File: src/rtl/core/pnds_pkg.sv
package pnds_pkg;

    // width and ceiling of the divisor sum
    localparam int SUM_W = 20;
    localparam logic [SUM_W-1:0] SUM_MAX = {SUM_W{1'b1}};

endpackage

File: src/rtl/core/perfect_number_divisor_sum.sv
// channel   | ports                               | handshake
// ----------+-------------------------------------+--------------------------------
// command   | i_number_in                         | taken when start=1 and busy=0
// result    | o_divisor_sum, o_is_perfect         | o_done high for one cycle
//
// every candidate d from 1 to number/2 is tested by a restoring division that
// retires one dividend bit per cycle, so one candidate takes NUM_WIDTH shift steps
// and one accumulate step
// synchronous active-low reset clears the control state; the receiver cannot stall
module perfect_number_divisor_sum #(
    parameter int NUM_WIDTH = 16
) (
    input  logic                         i_clk,
    input  logic                         i_rst_n,
    input  logic                         start,
    output logic                         busy,
    input  logic [NUM_WIDTH-1:0]         i_number_in,
    output logic                         o_done,
    output logic [pnds_pkg::SUM_W-1:0]   o_divisor_sum,
    output logic                         o_is_perfect
);

    localparam int CNT_W = (NUM_WIDTH > 1) ? $clog2(NUM_WIDTH) : 1;
    localparam int CMP_W = (NUM_WIDTH > pnds_pkg::SUM_W) ? NUM_WIDTH : pnds_pkg::SUM_W;
    localparam int ADD_W = CMP_W + 1;

    typedef enum logic [1:0] {
        S_IDLE,
        S_DIV,
        S_ACC,
        S_FINISH
    } t_state;

    t_state                      r_state;
    logic [NUM_WIDTH-1:0]        r_num;
    logic [NUM_WIDTH-1:0]        r_half;
    logic [NUM_WIDTH-1:0]        r_d;
    logic [NUM_WIDTH-1:0]        r_shift;
    logic [NUM_WIDTH-1:0]        r_rem;
    logic [CNT_W-1:0]            r_cnt;
    logic [pnds_pkg::SUM_W-1:0]  r_acc;
    logic                        r_sat;

    logic [NUM_WIDTH:0]          n_trial;
    logic [NUM_WIDTH:0]          n_diff;
    logic [NUM_WIDTH-1:0]        n_rem;
    logic [ADD_W-1:0]            n_sum;
    logic                        n_over;
    logic                        n_perfect;

    // one restoring division step: bring in the next dividend bit
    always_comb begin
        n_trial = {r_rem, r_shift[NUM_WIDTH-1]};
        n_diff  = n_trial - {1'b0, r_d};
        if (n_trial >= {1'b0, r_d}) begin
            n_rem = n_diff[NUM_WIDTH-1:0];
        end else begin
            n_rem = n_trial[NUM_WIDTH-1:0];
        end
    end

    // accumulate with saturation check
    assign n_sum  = ADD_W'(r_acc) + ADD_W'(r_d);
    assign n_over = n_sum > ADD_W'(pnds_pkg::SUM_MAX);

    // perfect test on the finished sum
    assign n_perfect = !r_sat && (r_num != '0) && (CMP_W'(r_acc) == CMP_W'(r_num));

    assign busy = (r_state != S_IDLE);

    // sequencer, datapath registers and registered outputs
    always_ff @(posedge i_clk) begin
        if (!i_rst_n) begin
            r_state <= S_IDLE;
            o_done  <= 1'b0;
        end else begin
            o_done <= 1'b0;
            unique case (r_state)
                S_IDLE: begin
                    if (start) begin
                        r_num   <= i_number_in;
                        r_half  <= i_number_in >> 1;
                        r_d     <= NUM_WIDTH'(1);
                        r_shift <= i_number_in;
                        r_rem   <= '0;
                        r_cnt   <= '0;
                        r_acc   <= '0;
                        r_sat   <= 1'b0;
                        if ((i_number_in >> 1) == '0) begin
                            r_state <= S_FINISH;
                        end else begin
                            r_state <= S_DIV;
                        end
                    end
                end
                S_DIV: begin
                    r_rem   <= n_rem;
                    r_shift <= r_shift << 1;
                    r_cnt   <= r_cnt + CNT_W'(1);
                    if (r_cnt == CNT_W'(NUM_WIDTH - 1)) begin
                        r_state <= S_ACC;
                    end
                end
                S_ACC: begin
                    if ((r_rem == '0) && n_over) begin
                        r_acc   <= pnds_pkg::SUM_MAX;
                        r_sat   <= 1'b1;
                        r_state <= S_FINISH;
                    end else begin
                        if (r_rem == '0) begin
                            r_acc <= n_sum[pnds_pkg::SUM_W-1:0];
                        end
                        if (r_d == r_half) begin
                            r_state <= S_FINISH;
                        end else begin
                            r_d     <= r_d + NUM_WIDTH'(1);
                            r_shift <= r_num;
                            r_rem   <= '0;
                            r_cnt   <= '0;
                            r_state <= S_DIV;
                        end
                    end
                end
                S_FINISH: begin
                    o_done        <= 1'b1;
                    o_divisor_sum <= r_acc;
                    o_is_perfect  <= n_perfect;
                    r_state       <= S_IDLE;
                end
                default: begin
                    r_state <= S_IDLE;
                end
            endcase
        end
    end

`ifndef SYNTHESIS
    // a result only follows a busy cycle
    a_done_after_busy: assert property (@(posedge i_clk) disable iff (!i_rst_n)
        o_done |-> $past(busy))
        else $error("result without a transaction in flight");

    // an accepted command makes the block busy
    a_busy_after_start: assert property (@(posedge i_clk) disable iff (!i_rst_n)
        (start && !busy) |=> busy)
        else $error("command taken but block not busy");

    // the candidate stays within 1 .. number/2 while dividing
    a_cand_range: assert property (@(posedge i_clk) disable iff (!i_rst_n)
        (r_state == S_DIV) |-> ((r_d != '0) && (r_d <= r_half)))
        else $error("candidate divisor out of range");

    // a perfect flag never comes with a zero sum
    a_perfect_sum: assert property (@(posedge i_clk) disable iff (!i_rst_n)
        (o_done && o_is_perfect) |-> (o_divisor_sum != '0))
        else $error("perfect flag with zero sum");
`endif

endmodule
File: config.mk
export PLATFORM = sky130hd
export DESIGN_NAME = perfect_number_divisor_sum
export DESIGN_NICKNAME = d
export VERILOG_FILES = /design/src/rtl/core/pnds_pkg.sv /design/src/rtl/core/perfect_number_divisor_sum.sv
export SDC_FILE = /design/constraint.sdc
export NUM_CORES = 1
export LEC_CHECK = 0
export BUFFER_PORTS_ARGS = -buffer_cell sky130_fd_sc_hd__buf_4
export CAP_MARGIN = 20
export CORE_MARGIN = 4
export CORE_UTILIZATION = 60
export DETAILED_ROUTE_END_ITERATION = 16
export PLACE_DENSITY = 0.85
export RECOVER_POWER = 25
export REMOVE_ABC_BUFFERS = 1
export SLEW_MARGIN = 20
export SYNTH_ARGS = -nofsm -noshare
export SYNTH_HDL_FRONTEND = slang
export SYNTH_SLANG_ARGS = --single-unit
File: constraint.sdc
create_clock -name i_clk -period 7.75 [get_ports i_clk]
set_input_delay 1.1625 -clock i_clk [delete_from_list [all_inputs] [get_ports i_clk]]
set_output_delay 1.1625 -clock i_clk [all_outputs]
set_load 0.01 [all_outputs]
==> impl_metrics.csv, run 1 <==
group,metric,value,unit
cells_and_area,area_delta_synth_final,13.82,%
power,p_clk_frac,0.240,
cells_and_area,antenna_cells,0,
synthesis,synth_edf_count,110,
synthesis,ys_seq_elements,113,
cts,cts_root_buf,"clkbuf_16",
critical_path,crit_slowest_cell,"clkbuf_1",
global_route,grt_pass1_vias,5642,
global_route,grt-ovfl-total,0,
floorplanning,dieArea,0.01338,mm2
sta,fin_ws,4.312,ns
power,ir_worst_vdd,0.3782,mV
global_route,grt_max_degree,37,
critical_path,crit_top_cell,"clkbuf_1",
run,cap_violations,1,
power,totalPowerFinal,3262,uW
sta,period_minus_slack,3.438,ns
place,dp.cells,829,
critical_path,r2r_start,"r_state[0]",
min_path,worst_hold_path_type,"flip-flop to flip-flop",
floorplanning,die_height,115.7,um
synthesis,yosysWarningCount,0,
run_status,status,"finished, violations left",
sta,fin_worst_skew,0.009012,ns
route,routed_wl,18560,um
min_path,hp-start,"r_acc[0]",
cts,max-clock-path-buffers,2,
cts,clk_latency,0.42,ns
synthesis,ys.flop_type,"edfxtp_1",
critical_path,criticalPathCategory,"flip-flop to flip-flop",
route,vias,5831,
cells_and_area,final_cell_mix,"edfxtp_1 (110), a21oi_1 (68), nor2_1 (59)",
cts,cts_tree,"done",
sta,tns,0,ns
synthesis,synth.distinct_cells,71,
cells_and_area,fin_nets,765,
route,avgRoutedWirePerCell,21.53,um
sta,fmax,0.2909,GHz
cts,cts_buffers,17,
place,portBuffers,41,
power,swShare,0.4083,
power,p_per_area,412.1,mW/mm2
cts,post_cts_buffers,0,
sta,fin_crit_sh,0.4436,
power,internal_power,1930,uW
power,p_sw,1332,uW
floorplanning,ios,42,
synthesis,netlist_instances,662,
synthesis,ys_seq_area_frac,0.4836,
place,place_congestion,0.9931,
critical_path,cp-startpoint,"r_state[0]",
synthesis,netlist_area,0.006954,mm2
place,hpwl,13320,um
critical_path,max_stage_delay,1.03,ns
synthesis,synth.avg_cell_area,10.50,um2
power,power_frac_seq,0.324,
route,drc_errors,0,
sta,worstMarginPinSlew,1.687,ns
route,final_antenna_net_count,0,
sta,rsz0062_at_grt,"no",
critical_path,crit_required,7.98,ns
floorplanning,core,0.01137,mm2
sta,max-slew-margin-rel,-0.1249,
synthesis,yosysTopAreaCellShare,0.4750,
power,combinationalPowerShare,0.436,
critical_path,crit_arrival,3.67,ns
synthesis,yosysTopAreaCell,"edfxtp_1",
synthesis,synthTopCellsByArea,"edfxtp_1 (47%), ha_1 (6.8%), a21oi_1 (5.0%)",
cts,cts.repair.resized,0,
route,via_per_inst,6.765,
sta,setup_viol,0,
critical_path,cp-start-kind,"flip-flop",
critical_path,crit_fanout,34,
global_route,antenna_found_initial,0,
floorplanning,initial_core_util,0.6116,
synthesis,async_reset_ff_frac,0,
cells_and_area,drive_gt1_frac,0.1001,
cts,cts.sinks,113,
global_route,grt_usage,0.2893,
floorplanning,die_w,115.7,um
cells_and_area,final_cells,862,
power,p_leak,0.002882,uW
critical_path,end_kind,"flip-flop",
cts,cts.clk_slew.worst_paths,0.06,ns
cells_and_area,final_common_cell,"edfxtp_1",
critical_path,path_cells,"inv_1, ha_1, clkbuf_1, clkinv_1, clkbuf_1, a311o_1, o22ai_1",
sta,slew_violations,35,
run_status,violations,"max-capacitance violations, max-slew violations",
route,first_pass_iters,6,
route,drtIter0Drc,603,
cts,holdBufCountCts,0,
place,place_ws,4.483,ns
cts,cts_max_level,4,
floorplanning,rows,39,
global_route,grt_pass1_wl,29660,um
sta,hold_viol,0,
[stage by stage]
step           instance area (um2)    util  hold slack, ns
4_1_cts                       7979  0.7018          0.5115
3_3_place_gp                  7385  0.6495          0.4888
2_1_floorplan                 6852       -          0.4543
3_5_place_dp                  7385  0.6495          0.5028
6_report                      7915  0.6962          0.5196
5_1_grt                       7915  0.6962          0.5261
[routing by layer]
layer / up-vias / GRT usage / routed length (um)
met3: 73 / 0.07154 / 1723
met2: 355 / 0.4568 / 8758
met4: 0 / 0.1400 / 726
li1: 2639 / - / -
met1: 2764 / 0.3765 / 7352
met5: - / 0 / 0
[logic make-up (layout without fill, tap and decap cells)]
family,count (synthesis),count (layout),synth area share
adder cells (fa/ha/maj),40,40,0.07413
multiplexers,1,1,0.001439
XOR/XNOR,59,59,0.07431
flip-flops,113,113,0.4836
AO/OA/AOI/OAI,196,196,0.1920
AND/OR/NAND/NOR,196,196,0.1409
buffers and inverters,57,114,0.03364
[synth_stat cells, types with 2 or more instances]
cell type	number
nor4_1	20
nor2_1	59
inv_1	31
or2_1	2
or3_1	7
nand3_1	18
buf_6	2
a211o_1	3
o21ai_1	3
a21oi_1	69
o211ai_1	8
a211oi_1	9
a22oi_1	15
inv_2	3
buf_2	4
nor2b_1	4
o21bai_1	3
xnor2_1	30
a2111oi_0	2
a31oi_1	2
edfxtp_1	110
o31ai_1	3
xor2_1	29
o41a_1	2
fa_1	2
nand2_1	32
dfxtp_1	3
ha_1	38
o21ai_0	21
and3_1	4
nand2b_1	5
clkbuf_1	16
nor3_1	12
o2111ai_1	10
o22ai_1	6
o211a_1	3
o21a_1	8
and2_1	6
a21o_1	7
nand4_1	20
[power groups by stage]
stage	combinational, uW	clock, uW	sequential (uW)
after global routing	1560	826	1070
after global placement	1330	0	1050
final	1420	783	1060
after CTS	1390	790	1050
after detailed placement	1370	0	1060
after floorplan	1040	0	1000
[final timing paths]
| check | to | slack [ns] | cells after the start |
|---|---|---|---|
| max | r_acc[15] | 4.31 | 7 |
| min | o_divisor_sum[0] | 0.52 | 0 |
| max reg2reg | r_acc[15] | 4.31 | 7 |
| min reg2reg | o_divisor_sum[0] | 0.52 | 0 |
[flip-flops by register name, summed over array words and instances (netlist names)]
signal,count
r_rem,16
r_shift,16
r_acc,20
r_cnt,4
r_num,16
r_d,16
o_is_perfect,1
o_done,1
r_state,2
r_sat,1
o_divisor_sum,20
[cell type report]
type / count / area [um2]
Fill cell: 828 / 3455
Multi-Input combinational cell: 492 / 3366
Sequential cell: 113 / 3363
Clock buffer: 19 / 432.9
Timing Repair Buffer: 47 / 281.5
Tap cell: 143 / 178.9
Clock inverter: 13 / 161.4
Inverter: 35 / 131.4
[critical path: cells and delay by family (launching register included)]
family	cells	cell delay, ns
compound gates	2	0.66
fa+ha+maj	1	0.14
buf+inv	4	2.12
flops	1	0.34
Power figures use the tool's default switching activity.
==> inputs of run 2 (changes only) <==
==> constraint.sdc (replaced) <==
create_clock -name i_clk -period 3.5 [get_ports i_clk]
set_input_delay 0.525 -clock i_clk [delete_from_list [all_inputs] [get_ports i_clk]]
set_output_delay 0.525 -clock i_clk [all_outputs]
set_load 0.01 [all_outputs]
==> run 2 against run 1 <==
  * The run now ends clean
  * Die area unchanged
  * Global-route usage increased by 0.88 points
  * Setup slack lost 4.0 ns
  * Critical path depth down 1
  * Core utilization decreased by 0.52 points
  * Sequential power increased by 120%
==> impl_metrics.csv, run 2 (same netlist as run 1, synthesis figures left out) <==
group,metric,value,unit
critical_path,cp-start-kind,"flip-flop",
critical_path,crit_required,3.62,ns
route,avgRoutedWirePerCell,21.89,um
sta,setup_viol,0,
power,p_per_area,916.3,mW/mm2
sta,rsz0062_at_grt,"no",
floorplanning,dieArea,0.01338,mm2
critical_path,criticalPathCategory,"flip-flop to flip-flop",
cells_and_area,final_common_cell,"edfxtp_1",
place,hpwl,13570,um
sta,fin_crit_sh,0.9169,
cells_and_area,n_fill_cell,826,
critical_path,rr_worst_depth,6,
sta,fin_worst_skew,0.008711,ns
global_route,grt-ovfl-total,0,
place,dp.cells,834,
power,p_leak,0.002828,uW
floorplanning,initial_core_util,0.6116,
run_status,status,"complete, no violations",
critical_path,crit_fanout,23,
cells_and_area,seqCellArea,0.003363,mm2
floorplanning,die_w,115.7,um
cells_and_area,antenna_cells,0,
place,place_ws,0.4558,ns
cells_and_area,drive_gt1_frac,0.08160,
cts,cts_max_level,4,
cts,holdBufCountCts,0,
cts,max-clock-path-buffers,2,
floorplanning,die_height,115.7,um
cells_and_area,reg.largest.list,"o_divisor_sum: 20 flops, r_acc: 20 flops",
global_route,grt_max_degree,35,
cells_and_area,multi_input_area,0.003366,mm2
floorplanning,core,0.01137,mm2
critical_path,crit_arrival,3.33,ns
cts,cts.clk_slew.worst_paths,0.06,ns
sta,fmax,0.3116,GHz
route,drtIter0Drc,833,
global_route,grt_usage,0.2981,
critical_path,ff2ff_setup_slack,0.29,ns
place,place_area,0.007422,mm2
cells_and_area,fin_nets,769,
global_route,grt_pass1_vias,5800,
run,cap_violations,0,
route,drc_errors,0,
cells_and_area,area_delta_synth_final,12.97,%
min_path,whs_path_depth,1,
route,via_per_inst,6.745,
place,place_congestion,0.9945,
sta,period_minus_slack,3.209,ns
power,ir_worst_vdd,0.6172,mV
floorplanning,rows,39,
min_path,worst_hold_path_type,"input pin to flip-flop",
route,routed_wl,18960,um
route,first_pass_iters,7,
cts,cts_root_buf,"clkbuf_16",
cts,cts.repair.resized,0,
cells_and_area,final_cells,866,
global_route,antenna_found_initial,0,
sta,fin_ws,0.2909,ns
sta,worstMarginPinSlew,1.187,ns
cells_and_area,fin_area,0.007856,mm2
route,vias,5841,
floorplanning,ios,42,
power,totalPowerFinal,7199,uW
cts,cts.sinks,113,
cts,post_cts_buffers,0,
place,portBuffers,41,
cts,cts_tree,"done",
cells_and_area,final_cell_mix,"edfxtp_1 (110), a21oi_1 (68), nor2_1 (59)",
cts,clk_latency,0.42,ns
cts,cts_buffers,17,
sta,max-slew-margin-rel,0.2086,
critical_path,end_kind,"flip-flop",
global_route,grt_pass1_wl,30510,um
sta,slew_violations,0,
route,final_antenna_net_count,0,
cells_and_area,fin_util,0.6910,
sta,hold_viol,0,
run 2: where the power goes:
part           leakage [uW]  internal (uW)  switching (uW)
logic               0.00149           1170            2010
clock network      0.000272           1040             624
registers           0.00107           1990             364
run 2: layout make-up:
cell class              count  area share
multi-input cells         492      0.4284
flip-flops and latches    113      0.4281
clock buffers              17     0.05415
repair buffers             51     0.03153
well taps                 143     0.02277
clock inverters            15     0.01832
inverters                  35     0.01672
run 2: per-stage QoR:
stage	hold WS, ns	TNS (ns)
2_1_floorplan	0.4543	-51.41
3_3_place_gp	0.5099	0
3_5_place_dp	0.5055	0
4_1_cts	0.2831	0
5_1_grt	0.3050	0
6_report	0.3192	0
run 2: final timing paths:
| path | from | endpoint |
|---|---|---|
| worst max register to register | r_state[0] | r_acc[7] |
| worst min-delay path | i_number_in[0] | r_num[0] |
| worst max-delay path | r_state[0] | r_acc[7] |
| worst min register to register | r_acc[9] | o_divisor_sum[9] |
run 2: routing by layer:
| metal | global-route usage | up-vias | routed length, um |
|---|---|---|---|
| li1 | - | 2649 | - |
| met1 | 0.3733 | 2728 | 7143 |
| met2 | 0.4749 | 382 | 8861 |
| met3 | 0.07311 | 82 | 1963 |
| met4 | 0.1694 | 0 | 991 |
| met5 | 0 | - | 0 |
run 2: worst max-delay path: stages (launching register included):
cell and delay [ns]:
dfxtp_1 0.33, inv_1 0.09, ha_1 0.28, clkbuf_1 0.91, o211ai_1 0.41, a21oi_2 0.56
buf_4 0.32
==> inputs of run 3 (changes only) <==
--- a/config.mk
+++ b/config.mk
@@ -11,7 +11,6 @@
 export CORE_UTILIZATION = 60
 export DETAILED_ROUTE_END_ITERATION = 16
 export PLACE_DENSITY = 0.85
-export RECOVER_POWER = 25
 export REMOVE_ABC_BUFFERS = 1
 export SLEW_MARGIN = 20
 export SYNTH_ARGS = -nofsm -noshare
==> run 3 against run 2 <==
  * Cell count is the same
  * Global-route usage did not move
  * Highest routed layer unchanged
  * Clock power is essentially flat
  * Register-to-register slack about the same
  * Clock skew increased by 0.0028 ns
  * Die area unchanged
  * Clock-buffer cell count stayed put
==> impl_metrics.csv, run 3 (same netlist as run 1, synthesis figures left out) <==
group,metric,value,unit
route,avgRoutedWirePerCell,21.82,um
sta,worstMarginPinSlew,1.065,ns
route,routed_wl,18900,um
power,p_clk_frac,0.230,
floorplanning,die_height,115.7,um
cells_and_area,final_cell_mix,"edfxtp_1 (110), a21oi_1 (68), nor2_1 (59)",
sta,hold_viol,0,
floorplanning,ios,42,
power,swShare,0.4146,
sta,setup_viol,0,
cts,cts_root_buf,"clkbuf_16",
cts,cts.repair.resized,0,
cts,cts_max_level,4,
critical_path,end_kind,"flip-flop",
critical_path,cp_top_family,"compound AO/OA/AOI/OAI gates",
critical_path,r2r_start,"r_d[1]",
sta,slew_violations,0,
global_route,grt_max_degree,35,
power,p_sw,2986,uW
sta,tns,0,ns
cells_and_area,n_fill_cell,776,
global_route,antenna_found_initial,0,
cells_and_area,reg.largest.list,"o_divisor_sum: 20 flops, r_acc: 20 flops",
cts,cts.clk_slew.worst_paths,0.05,ns
cts,holdBufCountCts,0,
critical_path,crit_arrival,3.43,ns
cts,cts_buffers,17,
cts,max-clock-path-buffers,2,
place,dp.cells,834,
cells_and_area,area_delta_synth_final,14.92,%
floorplanning,core,0.01137,mm2
cells_and_area,fin_nets,769,
cells_and_area,antenna_cells,0,
cts,cts.sinks,113,
min_path,hp-start,"i_number_in[0]",
cells_and_area,final_common_cell,"edfxtp_1",
global_route,grt_pass1_wl,30510,um
power,internal_power,4216,uW
power,p_per_area,901.3,mW/mm2
critical_path,crit_slowest_cell,"a2111o_1",
critical_path,worstSetupPathDepth,8,
min_path,worst_hold_path_type,"input pin to flip-flop",
min_path,whs_path_depth,1,
route,drc_errors,0,
sta,max-slew-margin-rel,0.2902,
route,first_pass_iters,5,
critical_path,cp.buffers_inverters,1,
route,drtIter0Drc,773,
critical_path,rr_worst_depth,8,
route,via_per_inst,6.779,
global_route,grt_pass1_vias,5800,
sta,fin_worst_skew,0.01152,ns
power,totalPowerFinal,7203,uW
critical_path,cp-start-kind,"flip-flop",
critical_path,max_stage_delay,0.63,ns
place,place_congestion,0.9945,
critical_path,crit_fanout,14,
route,vias,5871,
critical_path,cp-startpoint,"r_d[1]",
cells_and_area,drive_gt1_frac,0.1314,
cts,clk_latency,0.42,ns
floorplanning,die_w,115.7,um
floorplanning,initial_core_util,0.6116,
power,combinationalPowerShare,0.443,
global_route,grt-ovfl-total,0,
floorplanning,rows,39,
global_route,grt_usage,0.2981,
cts,cts_tree,"done",
critical_path,criticalPathCategory,"flip-flop to flip-flop",
cells_and_area,final_cells,866,
floorplanning,dieArea,0.01338,mm2
sta,fmax,0.3125,GHz
power,p_leak,0.002963,uW
place,hpwl,13570,um
route,final_antenna_net_count,0,
power,power_frac_seq,0.327,
critical_path,crit_required,3.73,ns
sta,fin_crit_sh,0.9143,
run_status,status,"complete, no violations",
power,ir_worst_vdd,0.6197,mV
sta,rsz0062_at_grt,"no",
place,portBuffers,41,
run,cap_violations,0,
cts,post_cts_buffers,0,
critical_path,path_cells,"inv_1, ha_1, nor2b_1, o2111ai_1, nand4_1, a2111o_1, and3_1, a211oi_1",
sta,period_minus_slack,3.200,ns
run 3: power by group through the flow:
stage	Clock, uW	Combinational [uW]	Sequential [uW]
2_1_floorplan	0	2310	2220
3_3_place_gp	0	2950	2350
3_5_place_dp	0	3050	2360
4_1_cts	1670	3120	2340
5_1_grt	1750	3500	2380
6_report	1660	3190	2350
run 3: area by class of cell:
cell class	instances	area, um2	share of cell area
Timing Repair Buffer	51	382.9	0.04791
Inverter	35	131.4	0.01644
Multi-Input combinational cell	492	3366	0.4212
Clock inverter	15	143.9	0.01801
Tap cell	143	178.9	0.02239
Clock buffer	17	425.4	0.05323
Sequential cell	113	3363	0.4209
run 3: per-stage QoR:
step,hold slack (ns),utilization,cell area [um2],setup slack [ns]
after floorplan,0.4543,-,6852,-1.428
after global placement,0.5099,0.6528,7422,0.5177
after detailed placement,0.5055,0.6528,7422,0.4558
after CTS,0.2831,0.7029,7991,0.3434
after global routing,0.2806,0.7029,7991,0.05031
final,0.2974,0.7029,7991,0.3000
run 3: worst paths after layout:
path,end,slack [ns]
setup reg to reg,r_rem[1],0.30
setup / recovery,r_rem[1],0.30
hold / removal,r_num[0],0.30
hold reg to reg,o_divisor_sum[9],0.54
run 3: metal layers:
metal	global-route usage	wire (um)
met5	0	0
met4	0.1694	1001
met3	0.07311	1908
met2	0.4749	8872
met1	0.3733	7114
run 3: worst reg2reg max path, stage by stage (launching register included):
cell	delay, ns
edfxtp_1	0.50
inv_1	0.14
ha_1	0.34
nor2b_1	0.18
o2111ai_1	0.45
nand4_1	0.25
a2111o_1	0.63
and3_1	0.29
a211oi_1	0.25
